$ cat src/sec_pkg.sv
// shared types, constants and character classes for the shadow entry checker
// no dependencies
package sec_pkg;

    localparam int unsigned BYTE_W   = 8;
    localparam int unsigned COLON_W  = 4;
    localparam int unsigned DOLLAR_W = 3;
    localparam int unsigned HLEN_W   = 7;

    localparam logic [COLON_W-1:0]  COLON_MAX  = '1;
    localparam logic [DOLLAR_W-1:0] DOLLAR_MAX = '1;
    localparam logic [HLEN_W-1:0]   HLEN_MAX   = '1;

    localparam logic [COLON_W-1:0]  COLON_REQ   = COLON_W'(8);
    localparam logic [DOLLAR_W-1:0] DOLLAR_REQ  = DOLLAR_W'(3);
    localparam logic [HLEN_W-1:0]   HLEN_MD5    = HLEN_W'(22);
    localparam logic [HLEN_W-1:0]   HLEN_SHA512 = HLEN_W'(86);

    localparam logic [BYTE_W-1:0] CH_COLON  = 8'h3a;
    localparam logic [BYTE_W-1:0] CH_DOLLAR = 8'h24;
    localparam logic [BYTE_W-1:0] CH_ONE    = 8'h31;
    localparam logic [BYTE_W-1:0] CH_SIX    = 8'h36;
    localparam logic [BYTE_W-1:0] CH_DOT    = 8'h2e;
    localparam logic [BYTE_W-1:0] CH_SLASH  = 8'h2f;
    localparam logic [BYTE_W-1:0] CH_ZERO   = 8'h30;
    localparam logic [BYTE_W-1:0] CH_NINE   = 8'h39;
    localparam logic [BYTE_W-1:0] CH_UP_A   = 8'h41;
    localparam logic [BYTE_W-1:0] CH_UP_Z   = 8'h5a;
    localparam logic [BYTE_W-1:0] CH_LO_A   = 8'h61;
    localparam logic [BYTE_W-1:0] CH_LO_Z   = 8'h7a;
    localparam logic [BYTE_W-1:0] CH_LF     = 8'h0a;
    localparam logic [BYTE_W-1:0] CH_CR     = 8'h0d;

    localparam logic KIND_MD5    = 1'b0;
    localparam logic KIND_SHA512 = 1'b1;

    typedef enum logic [2:0] {
        PH_BEFORE = 3'd0,
        PH_DIGIT  = 3'd1,
        PH_DOL2   = 3'd2,
        PH_DOL3   = 3'd3,
        PH_HASH   = 3'd4,
        PH_TAIL   = 3'd5
    } phase_t;

    typedef struct packed {
        logic [BYTE_W-1:0] line_byte;
        logic              line_end;
    } beat_t;

    typedef struct packed {
        logic line_valid;
        logic hash_kind;
    } verdict_t;

    function automatic logic is_digit(input logic [BYTE_W-1:0] c);
        return (c >= CH_ZERO) && (c <= CH_NINE);
    endfunction

    function automatic logic is_hash_char(input logic [BYTE_W-1:0] c);
        return ((c >= CH_UP_A) && (c <= CH_UP_Z)) || ((c >= CH_LO_A) && (c <= CH_LO_Z)) ||
               is_digit(c) || (c == CH_DOT) || (c == CH_SLASH);
    endfunction

    function automatic logic is_tail_char(input logic [BYTE_W-1:0] c);
        return is_digit(c) || (c == CH_COLON) || (c == CH_LF) || (c == CH_CR);
    endfunction

endpackage

$ cat src/sec_in_reg.sv
// input register of the checker: captures one byte beat from the slave side
// depends on sec_pkg
module sec_in_reg
    import sec_pkg::*;
(
    input  logic              aclk,
    input  logic              aresetn,
    input  logic              s_tvalid,
    output logic              s_tready,
    input  logic [BYTE_W-1:0] s_tdata,   // [7:0] line_byte
    input  logic              s_tlast,
    input  logic              advance,
    output logic              beat_valid,
    output beat_t             beat
);

    logic  valid_reg;
    logic  valid_next;
    beat_t beat_reg;

    // refill in the same cycle the held beat moves on
    assign s_tready   = !valid_reg || advance;
    assign valid_next = (s_tvalid && s_tready) ? 1'b1 : (advance ? 1'b0 : valid_reg);

    always_ff @(posedge aclk) begin
        if (!aresetn) begin
            valid_reg <= 1'b0;
        end else begin
            valid_reg <= valid_next;
        end
    end

    always_ff @(posedge aclk) begin
        if (s_tvalid && s_tready) begin
            beat_reg <= '{line_byte: s_tdata, line_end: s_tlast};
        end
    end

    assign beat_valid = valid_reg;
    assign beat       = beat_reg;

endmodule

$ cat src/sec_scan.sv
// line scanner: counters, scan phase and verdict; depends on sec_pkg
// one byte per cycle unless an end byte waits for the output register
module sec_scan
    import sec_pkg::*;
(
    input  logic     aclk,
    input  logic     aresetn,
    input  logic     beat_valid,
    input  beat_t    beat,
    input  logic     out_free,
    output logic     advance,
    output logic     res_valid,
    output verdict_t res
);

    logic [COLON_W-1:0]  colon_reg,  colon_next,  colon_upd;
    logic [DOLLAR_W-1:0] dollar_reg, dollar_next, dollar_upd;
    logic [HLEN_W-1:0]   hlen_reg,   hlen_next,   hlen_upd;
    phase_t              phase_reg,  phase_next,  phase_upd;
    logic                kind_reg,   kind_next,   kind_upd;
    logic                fault_reg,  fault_next,  fault_upd;
    logic [BYTE_W-1:0]   c;
    logic                ok;

    assign c = beat.line_byte;

    // a byte without end mark never needs the output register
    assign advance = beat_valid && (!beat.line_end || out_free);

    always_comb begin
        colon_upd  = colon_reg;
        dollar_upd = dollar_reg;
        hlen_upd   = hlen_reg;
        phase_upd  = phase_reg;
        kind_upd   = kind_reg;
        fault_upd  = fault_reg;
        if ((c == CH_COLON) && (colon_reg != COLON_MAX)) begin
            colon_upd = colon_reg + COLON_W'(1);
        end
        if ((c == CH_DOLLAR) && (dollar_reg != DOLLAR_MAX)) begin
            dollar_upd = dollar_reg + DOLLAR_W'(1);
        end
        unique case (phase_reg)
            PH_BEFORE: begin
                if (c == CH_DOLLAR) begin
                    phase_upd = PH_DIGIT;
                end
            end
            PH_DIGIT: begin
                if ((c == CH_ONE) || (c == CH_SIX)) begin
                    kind_upd  = (c == CH_SIX) ? KIND_SHA512 : KIND_MD5;
                    phase_upd = PH_DOL2;
                end else begin
                    fault_upd = 1'b1;
                end
            end
            PH_DOL2: begin
                if (c == CH_DOLLAR) begin
                    phase_upd = PH_DOL3;
                end else begin
                    fault_upd = 1'b1;
                end
            end
            PH_DOL3: begin
                if (c == CH_DOLLAR) begin
                    phase_upd = PH_HASH;
                end else begin
                    fault_upd = 1'b1;
                end
            end
            PH_HASH: begin
                priority if (c == CH_COLON) begin
                    if ((hlen_reg != HLEN_MD5) && (hlen_reg != HLEN_SHA512)) begin
                        fault_upd = 1'b1;
                    end
                    phase_upd = PH_TAIL;
                end else if (is_hash_char(c)) begin
                    if (hlen_reg != HLEN_MAX) begin
                        hlen_upd = hlen_reg + HLEN_W'(1);
                    end
                end else begin
                    fault_upd = 1'b1;
                end
            end
            PH_TAIL: begin
                if (!is_tail_char(c)) begin
                    fault_upd = 1'b1;
                end
            end
            default: begin
                fault_upd = 1'b1;
            end
        endcase
    end

    assign ok = !fault_upd && (colon_upd == COLON_REQ) && (dollar_upd == DOLLAR_REQ) &&
                (phase_upd == PH_TAIL);

    assign res_valid      = advance && beat.line_end;
    assign res.line_valid = ok;
    assign res.hash_kind  = ok && kind_upd;

    // state returns to its reset value once a line's verdict is out
    always_comb begin
        priority if (advance && beat.line_end) begin
            colon_next  = '0;
            dollar_next = '0;
            hlen_next   = '0;
            phase_next  = PH_BEFORE;
            kind_next   = 1'b0;
            fault_next  = 1'b0;
        end else if (advance) begin
            colon_next  = colon_upd;
            dollar_next = dollar_upd;
            hlen_next   = hlen_upd;
            phase_next  = phase_upd;
            kind_next   = kind_upd;
            fault_next  = fault_upd;
        end else begin
            colon_next  = colon_reg;
            dollar_next = dollar_reg;
            hlen_next   = hlen_reg;
            phase_next  = phase_reg;
            kind_next   = kind_reg;
            fault_next  = fault_reg;
        end
    end

    always_ff @(posedge aclk) begin
        if (!aresetn) begin
            colon_reg  <= '0;
            dollar_reg <= '0;
            hlen_reg   <= '0;
            phase_reg  <= PH_BEFORE;
            kind_reg   <= 1'b0;
            fault_reg  <= 1'b0;
        end else begin
            colon_reg  <= colon_next;
            dollar_reg <= dollar_next;
            hlen_reg   <= hlen_next;
            phase_reg  <= phase_next;
            kind_reg   <= kind_next;
            fault_reg  <= fault_next;
        end
    end

    a_clear_after_end: assert property (@(posedge aclk) disable iff (!aresetn)
        (advance && beat.line_end) |=>
            (colon_reg == '0 && dollar_reg == '0 && hlen_reg == '0 &&
             phase_reg == PH_BEFORE && !fault_reg))
        else $error("scan state not cleared after line end");

    a_kind_needs_valid: assert property (@(posedge aclk) disable iff (!aresetn)
        res_valid && !res.line_valid |-> !res.hash_kind)
        else $error("hash kind set on invalid line");

    a_hlen_only_in_hash: assert property (@(posedge aclk) disable iff (!aresetn)
        (hlen_reg != '0) |-> (phase_reg == PH_HASH || phase_reg == PH_TAIL))
        else $error("hash length counted outside hash phase");

endmodule

$ cat src/sec_out_reg.sv
// output register: holds one verdict beat toward the master side
// depends on sec_pkg
module sec_out_reg
    import sec_pkg::*;
(
    input  logic              aclk,
    input  logic              aresetn,
    input  logic              res_valid,
    input  verdict_t          res,
    output logic              out_free,
    output logic              m_tvalid,
    input  logic              m_tready,
    output logic [BYTE_W-1:0] m_tdata,   // [0] line_valid, [7:1] zero
    output logic              m_tuser    // [0] hash_kind
);

    logic     valid_reg;
    logic     valid_next;
    verdict_t res_reg;

    assign out_free   = !valid_reg || m_tready;
    assign valid_next = res_valid ? 1'b1 : (m_tready ? 1'b0 : valid_reg);

    always_ff @(posedge aclk) begin
        if (!aresetn) begin
            valid_reg <= 1'b0;
        end else begin
            valid_reg <= valid_next;
        end
    end

    always_ff @(posedge aclk) begin
        if (res_valid) begin
            res_reg <= res;
        end
    end

    assign m_tvalid = valid_reg;
    assign m_tdata  = {{(BYTE_W-1){1'b0}}, res_reg.line_valid};
    assign m_tuser  = res_reg.hash_kind;

endmodule

$ cat src/shadow_entry_checker_top.sv
// m_tvalid for a line's verdict rises once its last byte has passed the input register and the output register
// throughput: one byte per cycle, including back-to-back lines
// s_tready drops only while the input register holds an end-of-line byte and the
// output register holds a verdict not yet taken
// reset: aresetn synchronous active low clears both registers' valid bits and the
// scan counters, phase and flags
module shadow_entry_checker_top
    import sec_pkg::*;
(
    input  logic              aclk,
    input  logic              aresetn,
    input  logic              s_tvalid,
    output logic              s_tready,
    input  logic [BYTE_W-1:0] s_tdata,   // [7:0] line_byte
    input  logic              s_tlast,   // line_end
    output logic              m_tvalid,
    input  logic              m_tready,
    output logic [BYTE_W-1:0] m_tdata,   // [0] line_valid, [7:1] zero
    output logic              m_tuser    // [0] hash_kind
);

    logic     beat_valid;
    beat_t    beat;
    logic     advance;
    logic     out_free;
    logic     res_valid;
    verdict_t res;

    sec_in_reg u_in_reg (
        .aclk       (aclk),
        .aresetn    (aresetn),
        .s_tvalid   (s_tvalid),
        .s_tready   (s_tready),
        .s_tdata    (s_tdata),
        .s_tlast    (s_tlast),
        .advance    (advance),
        .beat_valid (beat_valid),
        .beat       (beat)
    );

    sec_scan u_scan (
        .aclk       (aclk),
        .aresetn    (aresetn),
        .beat_valid (beat_valid),
        .beat       (beat),
        .out_free   (out_free),
        .advance    (advance),
        .res_valid  (res_valid),
        .res        (res)
    );

    sec_out_reg u_out_reg (
        .aclk      (aclk),
        .aresetn   (aresetn),
        .res_valid (res_valid),
        .res       (res),
        .out_free  (out_free),
        .m_tvalid  (m_tvalid),
        .m_tready  (m_tready),
        .m_tdata   (m_tdata),
        .m_tuser   (m_tuser)
    );

endmodule

$ cat config.mk
export PLATFORM = sky130hd
export DESIGN_NAME = shadow_entry_checker_top
export DESIGN_NICKNAME = d
export VERILOG_FILES = /design/src/sec_pkg.sv /design/src/sec_in_reg.sv /design/src/sec_scan.sv /design/src/sec_out_reg.sv /design/src/shadow_entry_checker_top.sv
export SDC_FILE = /design/constraint.sdc
export NUM_CORES = 1
export LEC_CHECK = 0
export BUFFER_PORTS_ARGS = -buffer_cell sky130_fd_sc_hd__buf_2
export CAP_MARGIN = 25
export CORE_MARGIN = 1
export CORE_UTILIZATION = 57
export DETAILED_ROUTE_END_ITERATION = 8
export GPL_TIMING_DRIVEN = 1
export HOLD_SLACK_MARGIN = 0.02
export PLACE_DENSITY = 0.76
export SETUP_SLACK_MARGIN = 0.2
export SYNTH_ARGS = -nofsm -noshare
export SYNTH_HDL_FRONTEND = slang
export SYNTH_HIERARCHICAL = 1
export SYNTH_SLANG_ARGS = --single-unit
$ cat constraint.sdc
create_clock -name aclk -period 2.3 [get_ports aclk]
set_input_delay 0.115 -clock aclk [delete_from_list [all_inputs] [get_ports aclk]]
set_output_delay 0.115 -clock aclk [all_outputs]
set_load 0.02 [all_outputs]
==> impl_metrics.tcl, run 1 <==
set metrics [dict create \
    status "finished clean" \
    fin_crit_ns 2.266 \
    ys_warn_count 6 \
    antenna_found_initial 0 \
    h-tree-depth 2 \
    start_util_pct 61.59 \
    p_clk_share_pct 27.2 \
    wl_um 4639 \
    syn_area_um2 1942 \
    drc 0 \
    worst-path-max-fanout 7 \
    via_per_inst 5.976 \
    min_from "aresetn" \
    grt.busiest_layer "met2" \
    dieHeight_um 60.37 \
    intPower_uw 801.3 \
    skew_ns 0.01096 \
    relSlewSlack_pct 64.19 \
    dieArea_um2 3644 \
    fin_area_um2 2332 \
    grt_pass1_wl_um 6955 \
    cts_tree "built" \
    largest_reg_flops 9 \
    wl_per_cell_um 16.05 \
    use_met1_pct 30.72 \
    clkSinkCount 32 \
    drv_slew 0 \
    crit_start "u_in_reg/beat[2]" \
    max_freq_mhz 441.4 \
    leakage_uw 0.0008698 \
    via_count 1727 \
    synth-seq-cells 32 \
    clk_latency_ns 0.33 \
    grt_overflow 0 \
    final.setup.tns_ns 0 \
    grtUsageMet2_pct 46.47 \
    drt_iter0_markers 115 \
    gr-usage-all-layers_pct 25.95 \
    ys_seq_area_share_pct 38.66 \
    port-buffer-count 16 \
    diodes 0 \
    place_area_um2 2024 \
    cp.required_ns 2.46 \
    syn2layout_area_growth_pct 20.10 \
    synth_edf_count 11 \
    p_sw_uw 294.5 \
    die_w_um 60.37 \
    grt_pass1_vias 1588 \
    num_rows 20 \
    tightest_slew_ns 0.5331 \
    hp-class "primary input to flip-flop" \
    rsz0062_at_grt "true" \
    grt_max_degree 21 \
    hold_viol_final 0 \
    cp-end-kind "flip-flop" \
    fill_cells 235 \
    syn_avg_cell_area_um2 9.613 \
    nets 262 \
    cts-root-buf "clkbuf_4" \
    ios 24 \
    core_area_um2 3153 \
    drt_first_pass_iters 4 \
    layout_worst_path_cycle_share_pct 98.51 \
    drv_cap 0 \
    gp_routability_congestion 0.9109 \
    powerDensity_nw_per_um2 469.9 \
    ys.flop_type "dfxtp_1" \
    criticalPathCategory "flip-flop to flip-flop" \
    synth.distinct_cells 66 \
    ir_drop_uv 371.2 \
    r2r-start "u_in_reg/beat[2]" \
    p_sw_share_pct 26.88 \
    ys_async_sr_fraction_pct 0 \
    cp_data_arrival_time_ns 2.43 \
    synth_cells 202 \
    cp-start-kind "flip-flop" \
    drive_above_1_share_pct 29.80 \
    cts_buffers 5 \
    met3_usage_pct 6.397 \
    postRouteAntennaNets 0 \
    pwr-share-comb_pct 15.8 \
    clk_pin_slew_ns 0.10 \
    dp_hpwl_um 3079 \
    clk_path_buf_depth 2 \
    setup_viol 0 \
    seq_power_share_pct 57.0 \
]
-- cells by family (layout without fill, tap and decap cells) --
kind of cell	Yosys count	after routing	share of synthesized area, %
simple gates	84	84	27.00
xor+xnor	4	4	1.804
mux	5	5	2.577
compound gates	47	48	19.39
other cells	1	7	0.1931
flops	32	32	38.66
buf+inv	24	60	7.152
fa+ha+maj	5	5	3.222
-- metal layers --
layer	share of wire [%]	vias up
met2	51	70
met1	42	832
met3	5.7	8
met4	1.5	0
li1	-	817
met5	0	-
-- placed cells by master, fill, tap and decap left out, types with 4 or more instances in the layout --
cell | synthesis | final
nor2_1 | 26 | 26
dfxtp_1 | 21 | 21
buf_2 | 1 | 16
buf_4 | 8 | 14
edfxtp_1 | 11 | 11
dlygate4sd3_1 | 0 | 10
inv_1 | 8 | 8
conb_1 | 1 | 7
a21oi_1 | 7 | 7
nand3_1 | 7 | 7
clkbuf_4 | 0 | 5
nand4_1 | 5 | 5
mux2i_1 | 5 | 5
ha_1 | 5 | 5
nand2b_1 | 4 | 4
a211oi_2 | 2 | 4
o211ai_1 | 4 | 4
nand2_1 | 5 | 4
nor3_1 | 4 | 4
xnor2_1 | 4 | 4
-- timing repair --
action	4_1_cts	5_1_grt
pin swaps	1	7
hold buffers	10	0
buffers inserted	3	10
gates cloned	0	1
endpoints found under the setup margin	4	14
resized for setup	1	11
hold endpoints to repair	10	0
-- worst max-delay path: stages (launching register included) --
cell,delay (ns)
edfxtp_1,0.53
o211ai_1,0.32
nand2_1,0.12
o32a_2,0.44
o211ai_1,0.25
nand3_2,0.13
nor4_2,0.30
-- worst paths after layout --
kind,end,slack [ns],cells after the start
hold reg to reg,u_scan/hlen_reg[6],0.50,2
setup reg to reg,u_out_reg/m_tuser,0.03,6
hold / removal,u_in_reg/beat_valid,0.05,2
setup / recovery,u_out_reg/m_tuser,0.03,6
-- power groups by stage --
stage / Sequential, uW / Clock, uW / Combinational [uW]
finish: 624 / 298 / 174
global route: 627 / 333 / 185
CTS: 624 / 312 / 142
detailed placement: 638 / 0 / 123
global placement: 636 / 0 / 117
floorplan: 631 / 0 / 102
-- cells in the mapped netlist, types with 3 or more instances --
cell | number | area share (%)
dfxtp_1 | 21 | 22
nand3b_1 | 3 | 1.2
nor2_1 | 26 | 5.0
nor3_1 | 4 | 1.0
o21ai_0 | 5 | 1.3
a21oi_1 | 7 | 1.8
nand2b_1 | 4 | 1.3
nand4_1 | 5 | 1.6
nor3b_1 | 3 | 1.2
a211oi_1 | 3 | 1.2
ha_1 | 5 | 3.2
inv_1 | 8 | 1.5
nand3_1 | 7 | 1.8
o211ai_1 | 4 | 1.5
nand2_1 | 5 | 0.97
edfxtp_1 | 11 | 17
buf_4 | 8 | 3.1
and2b_1 | 3 | 1.2
xnor2_1 | 4 | 1.8
mux2i_1 | 5 | 2.6
-- through the flow --
| step | utilization (%) | worst slack [ns] | total power (uW) | instances | hold slack [ns] |
|---|---|---|---|---|---|
| finish | 73.97 | 0.03430 | 1096 | 289 | 0.04504 |
| CTS | 69.68 | 0.1364 | 1077 | 278 | 0.03906 |
| detailed placement | 64.21 | 0.06974 | 761.1 | 257 | 0.2933 |
| global placement | 64.21 | 0.1843 | 753.5 | 257 | 0.2918 |
| global route | 73.97 | 0.006943 | 1146 | 289 | 0.05029 |
| floorplan | - | 0.2781 | 733.6 | 208 | 0.2139 |
-- layout make-up --
type / instances / area (um2) / area share [%]
clock inverter: 1 / 3.754 / 0.1609
tap: 44 / 55.05 / 2.361
sequential: 32 / 750.7 / 32.19
inverter: 9 / 37.54 / 1.609
timing repair buffer: 43 / 327.8 / 14.06
multi-input combinational: 153 / 1112 / 47.69
clock buffer: 7 / 45.04 / 1.931
(Power assumes the default switching activity.)
==> run 2: changes to the inputs <==
--- a/config.mk
+++ b/config.mk
@@ -12,7 +12,7 @@
 export DETAILED_ROUTE_END_ITERATION = 8
 export GPL_TIMING_DRIVEN = 1
 export HOLD_SLACK_MARGIN = 0.02
-export PLACE_DENSITY = 0.76
+export PLACE_DENSITY = 0.81
 export SETUP_SLACK_MARGIN = 0.2
 export SYNTH_ARGS = -nofsm -noshare
 export SYNTH_HDL_FRONTEND = slang
==> impl_metrics.tcl, run 2 (synthesized netlist as in run 1, its figures left out) <==
set metrics [dict create \
    num_rows 20 \
    cp_data_arrival_time_ns 2.37 \
    hold_viol_final 0 \
    ios 24 \
    drv_slew 0 \
    wl_per_cell_um 16.29 \
    gr-usage-all-layers_pct 26.86 \
    cp-end-kind "flip-flop" \
    largest_reg_flops 9 \
    drv_cap 0 \
    clk_pin_slew_ns 0.10 \
    skew_ns 0.009425 \
    dp.cells 256 \
    worst-path-max-fanout 5 \
    criticalPathCategory "flip-flop to flip-flop" \
    grt_overflow 0 \
    cts_tree "built" \
    wl_met2_um 2520 \
    gp_routability_congestion 0.8394 \
    status "finished clean" \
    clk_latency_ns 0.33 \
    layout_worst_path_cycle_share_pct 95.26 \
    layout.cells.non_filler 287 \
    diodes 0 \
    cts_buffers 5 \
    max_freq_mhz 456.4 \
    final_cell_mix "26 x nor2_1, 21 x dfxtp_1, 16 x buf_2" \
    nets 260 \
    highest_layer "met4" \
    ir_drop_uv 363.5 \
    dp_hpwl_um 2902 \
    core_area_um2 3153 \
    via_count 1725 \
    clk_path_buf_depth 2 \
    final.setup.tns_ns 0 \
    leakage_uw 0.0008729 \
    setup_viol 0 \
    fin_area_um2 2317 \
    final_common_cell "nor2_1" \
    drive_above_1_share_pct 28.40 \
    cp.required_ns 2.48 \
    start_util_pct 61.59 \
    clkSinkCount 32 \
    syn2layout_area_growth_pct 19.33 \
    dieArea_um2 3644 \
    postRouteAntennaNets 0 \
    cts-root-buf "clkbuf_4" \
    drt_first_pass_iters 4 \
    cp-start-kind "flip-flop" \
    tightest_slew_ns 0.5591 \
    h-tree-depth 2 \
    hp-class "primary input to flip-flop" \
    grt_max_degree 21 \
    met1_length_um 1843 \
    die_w_um 60.37 \
    powerDensity_nw_per_um2 521.4 \
    dr_wl_met3_um 194 \
    relSlewSlack_pct 62.44 \
    drc 0 \
    grt_pass1_wl_um 7120 \
    wl_um 4675 \
    via_per_inst 6.010 \
    dieHeight_um 60.37 \
    fin_crit_ns 2.191 \
    grt_pass1_vias 1602 \
    place_area_um2 2017 \
    antenna_found_initial 0 \
    drt_iter0_markers 115 \
    port-buffer-count 16 \
    rsz0062_at_grt "true" \
]
-- run 2: metal layers --
metal	vias up	GRT usage [%]
li1	809	-
met1	843	29.38
met2	59	48.67
met3	14	6.397
met4	0	12.62
met5	-	0
-- run 2: stage by stage --
| step | total power [uW] | hold WS (ns) | util, % | setup slack (ns) |
|---|---|---|---|---|
| floorplan | 733.6 | 0.2139 | - | 0.2781 |
| global placement | 751.0 | 0.2919 | 63.97 | 0.1929 |
| detailed placement | 757.6 | 0.2931 | 63.97 | 0.03678 |
| CTS | 1196 | 0.03807 | 71.83 | 0.1753 |
| global route | 1254 | 0.04205 | 73.49 | -0.006086 |
| finish | 1208 | 0.04517 | 73.49 | 0.1089 |
-- run 2: layout make-up --
class / instances / area (um2)
multi-input combinational: 152 / 1097
fill: 229 / 835.8
clock inverter: 2 / 35.03
timing repair buffer: 42 / 300.3
tap: 44 / 55.05
sequential: 32 / 750.7
inverter: 9 / 37.54
clock buffer: 6 / 41.29
-- run 2: path summary, 6_finish.rpt --
check,startpoint,end,slack [ns],cells past startpoint
min reg2reg,u_scan/hlen_reg[6],u_scan/hlen_reg[6],0.52,2
max reg2reg,u_in_reg/beat[2],u_out_reg/m_tdata[0],0.11,7
max,u_in_reg/beat[2],u_out_reg/m_tdata[0],0.11,7
min,aresetn,u_in_reg/beat_valid,0.05,2
-- run 2: report_power, final --
part / internal (uW) / switching [uW] / total [uW] / leakage [uW]
logic: 71.3 / 89.3 / 161 / 0.000558
clock network: 228 / 196 / 424 / 0.0000422
registers: 603 / 20.9 / 624 / 0.000273
-- run 2: worst max-delay path: stages (launching register included) --
cell	delay, ns
edfxtp_1	0.49
buf_6	0.17
or3b_1	0.36
a211oi_2	0.24
o32ai_2	0.13
a311oi_2	0.28
nand3_2	0.15
nor3_1	0.21
-- run 2: what timing repair did --
action                                 in CTS  in global routing
pin swaps                                   3                  3
gates cloned                                0                  0
setup endpoints to repair                   3                 10
gates resized for setup                     2                  4
hold buffers                               10                  0
endpoints found under the hold margin      10                  0
setup buffers                               9                  4
==> run 3: changes to the inputs <==
--- a/config.mk
+++ b/config.mk
@@ -8,11 +8,11 @@
 export BUFFER_PORTS_ARGS = -buffer_cell sky130_fd_sc_hd__buf_2
 export CAP_MARGIN = 25
 export CORE_MARGIN = 1
-export CORE_UTILIZATION = 57
+export CORE_UTILIZATION = 40
 export DETAILED_ROUTE_END_ITERATION = 8
 export GPL_TIMING_DRIVEN = 1
 export HOLD_SLACK_MARGIN = 0.02
-export PLACE_DENSITY = 0.81
+export PLACE_DENSITY = 0.61
 export SETUP_SLACK_MARGIN = 0.2
 export SYNTH_ARGS = -nofsm -noshare
 export SYNTH_HDL_FRONTEND = slang
==> impl_metrics.tcl, run 3 (synthesized netlist as in run 1, its figures left out) <==
set metrics [dict create \
    status "finished clean" \
    criticalPathCategory "flip-flop to flip-flop" \
    clkSinkCount 32 \
    post-place-ws_ns 0.1364 \
    cp-end-kind "flip-flop" \
    place_area_um2 2057 \
    dieHeight_um 71.68 \
    leakage_uw 0.0009083 \
    wl_um 3966 \
    setup_viol 0 \
    max_freq_mhz 474.9 \
    cp-start-kind "flip-flop" \
    cp_num_buf_inv 1 \
    crit_start "u_in_reg/beat[2]" \
    syn2layout_area_growth_pct 22.68 \
    largest_reg_flops 9 \
    relSlewSlack_pct 66.38 \
    diodes 0 \
    grt_pass1_vias 1458 \
    layout_setup_ws_ns 0.1945 \
    port-buffer-count 16 \
    fin_area_um2 2382 \
    ir_drop_uv 336.1 \
    fin_crit_ns 2.106 \
    cts_tree "built" \
    clk_path_buf_depth 2 \
    min_from "s_tvalid" \
    cts-root-buf "clkbuf_8" \
    drv_cap 0 \
    tightest_slew_ns 0.5009 \
    hp-class "primary input to flip-flop" \
    num_rows 24 \
    rsz0062_at_grt "true" \
    crit_chain "buf_4 -> or3_2 -> a21oi_1 -> o32a_4 -> o211ai_1 -> nand3_2 -> nor3_1" \
    drv_slew 0 \
    via_per_inst 5.423 \
    drt_iter0_markers 93 \
    hold_ws_ns 0.07555 \
    gr-usage-all-layers_pct 15.85 \
    grt_pass1_wl_um 6417 \
    dp_hpwl_um 2572 \
    die_w_um 71.68 \
    worst-path-max-fanout 5 \
    clk_latency_ns 0.29 \
    ios 24 \
    cp_top_family "simple AND/OR/NAND/NOR gates" \
    r2r-start "u_in_reg/beat[2]" \
    start_util_pct 43.11 \
    slowest_delay_ns 0.48 \
    nets 265 \
    slowest_stage "or3_2" \
    gp_routability_congestion 0.7953 \
    clk_pin_slew_ns 0.07 \
    cp.required_ns 2.34 \
    antenna_found_initial 0 \
    drive_above_1_share_pct 31.45 \
    postRouteAntennaNets 0 \
    drt_first_pass_iters 4 \
    cts_buffers 5 \
    h-tree-depth 2 \
    layout_worst_path_cycle_share_pct 91.55 \
    powerDensity_nw_per_um2 530.4 \
    dieArea_um2 5137 \
    final.setup.tns_ns 0 \
    grt_max_degree 11 \
    cp_data_arrival_time_ns 2.14 \
    wl_per_cell_um 13.22 \
    grt_overflow 0 \
    final_common_cell "nor2_1" \
    hold_viol_final 0 \
    via_count 1627 \
    drc 0 \
    core_area_um2 4504 \
    skew_ns 0.009499 \
    final_cell_mix "26 x nor2_1, 21 x dfxtp_1, 20 x buf_4" \
]
-- run 3: changes by cell type in the layout (fill, tap and decap cells not counted), sizes merged --
| cell | change |
|---|---|
| clkbuf | +3 |
| buf | +5 |
| dlygate4sd3 | -1 |
| bufinv | -1 |
| clkinvlp | -1 |
-- run 3: cell type report --
type	instances	area [um2]
timing repair buffer	47	330.3
fill	416	2122
inverter	9	33.78
sequential	32	750.7
clock buffer	8	100.1
multi-input combinational	152	1102
tap	52	65.06
-- run 3: through the flow --
step	utilization, %	instances	power [uW]
final	52.89	300	1264
after global routing	52.89	300	1324
after CTS	50.17	287	1259
after detailed placement	45.67	268	761.2
after global placement	45.67	268	760.4
after floorplan	-	208	733.6
-- run 3: power breakdown --
part,internal [uW],switching [uW],leakage (uW)
combinational,73.9,87.0,0.000584
clock,273,209,0.0000515
sequential,603,17.3,0.000273
total,950,313,0.000908
-- run 3: path summary, 6_finish.rpt --
kind	endpoint	slack (ns)	depth (start not counted)
hold reg to reg	u_scan/hlen_reg[6]	0.49	2
hold / removal	u_in_reg/beat_valid	0.08	3
setup / recovery	u_out_reg/m_tdata[0]	0.19	7
setup reg to reg	u_out_reg/m_tdata[0]	0.19	7
-- run 3: layer usage --
layer / wire length (um) / GRT usage [%] / up-vias
li1: - / - / 818
met1: 1835 / 20.02 / 752
met2: 1861 / 25.26 / 46
met3: 152 / 4.079 / 11
met4: 117 / 7.625 / 0
met5: 0 / 0 / -
-- run 3: worst reg2reg max path, cell delays in order, from the launching register on --
cell,delay (ns)
edfxtp_1,0.38
buf_4,0.17
or3_2,0.49
a21oi_1,0.27
o32a_4,0.23
o211ai_1,0.12
nand3_2,0.14
nor3_1,0.06
-- run 3: repair_timing --
action | CTS | global route
pin swaps | 0 | 7
buffers inserted | 2 | 13
endpoints found under the setup margin | 2 | 12
hold buffers | 9 | 0
gates resized for setup | 1 | 8
endpoints found under the hold margin | 9 | 0
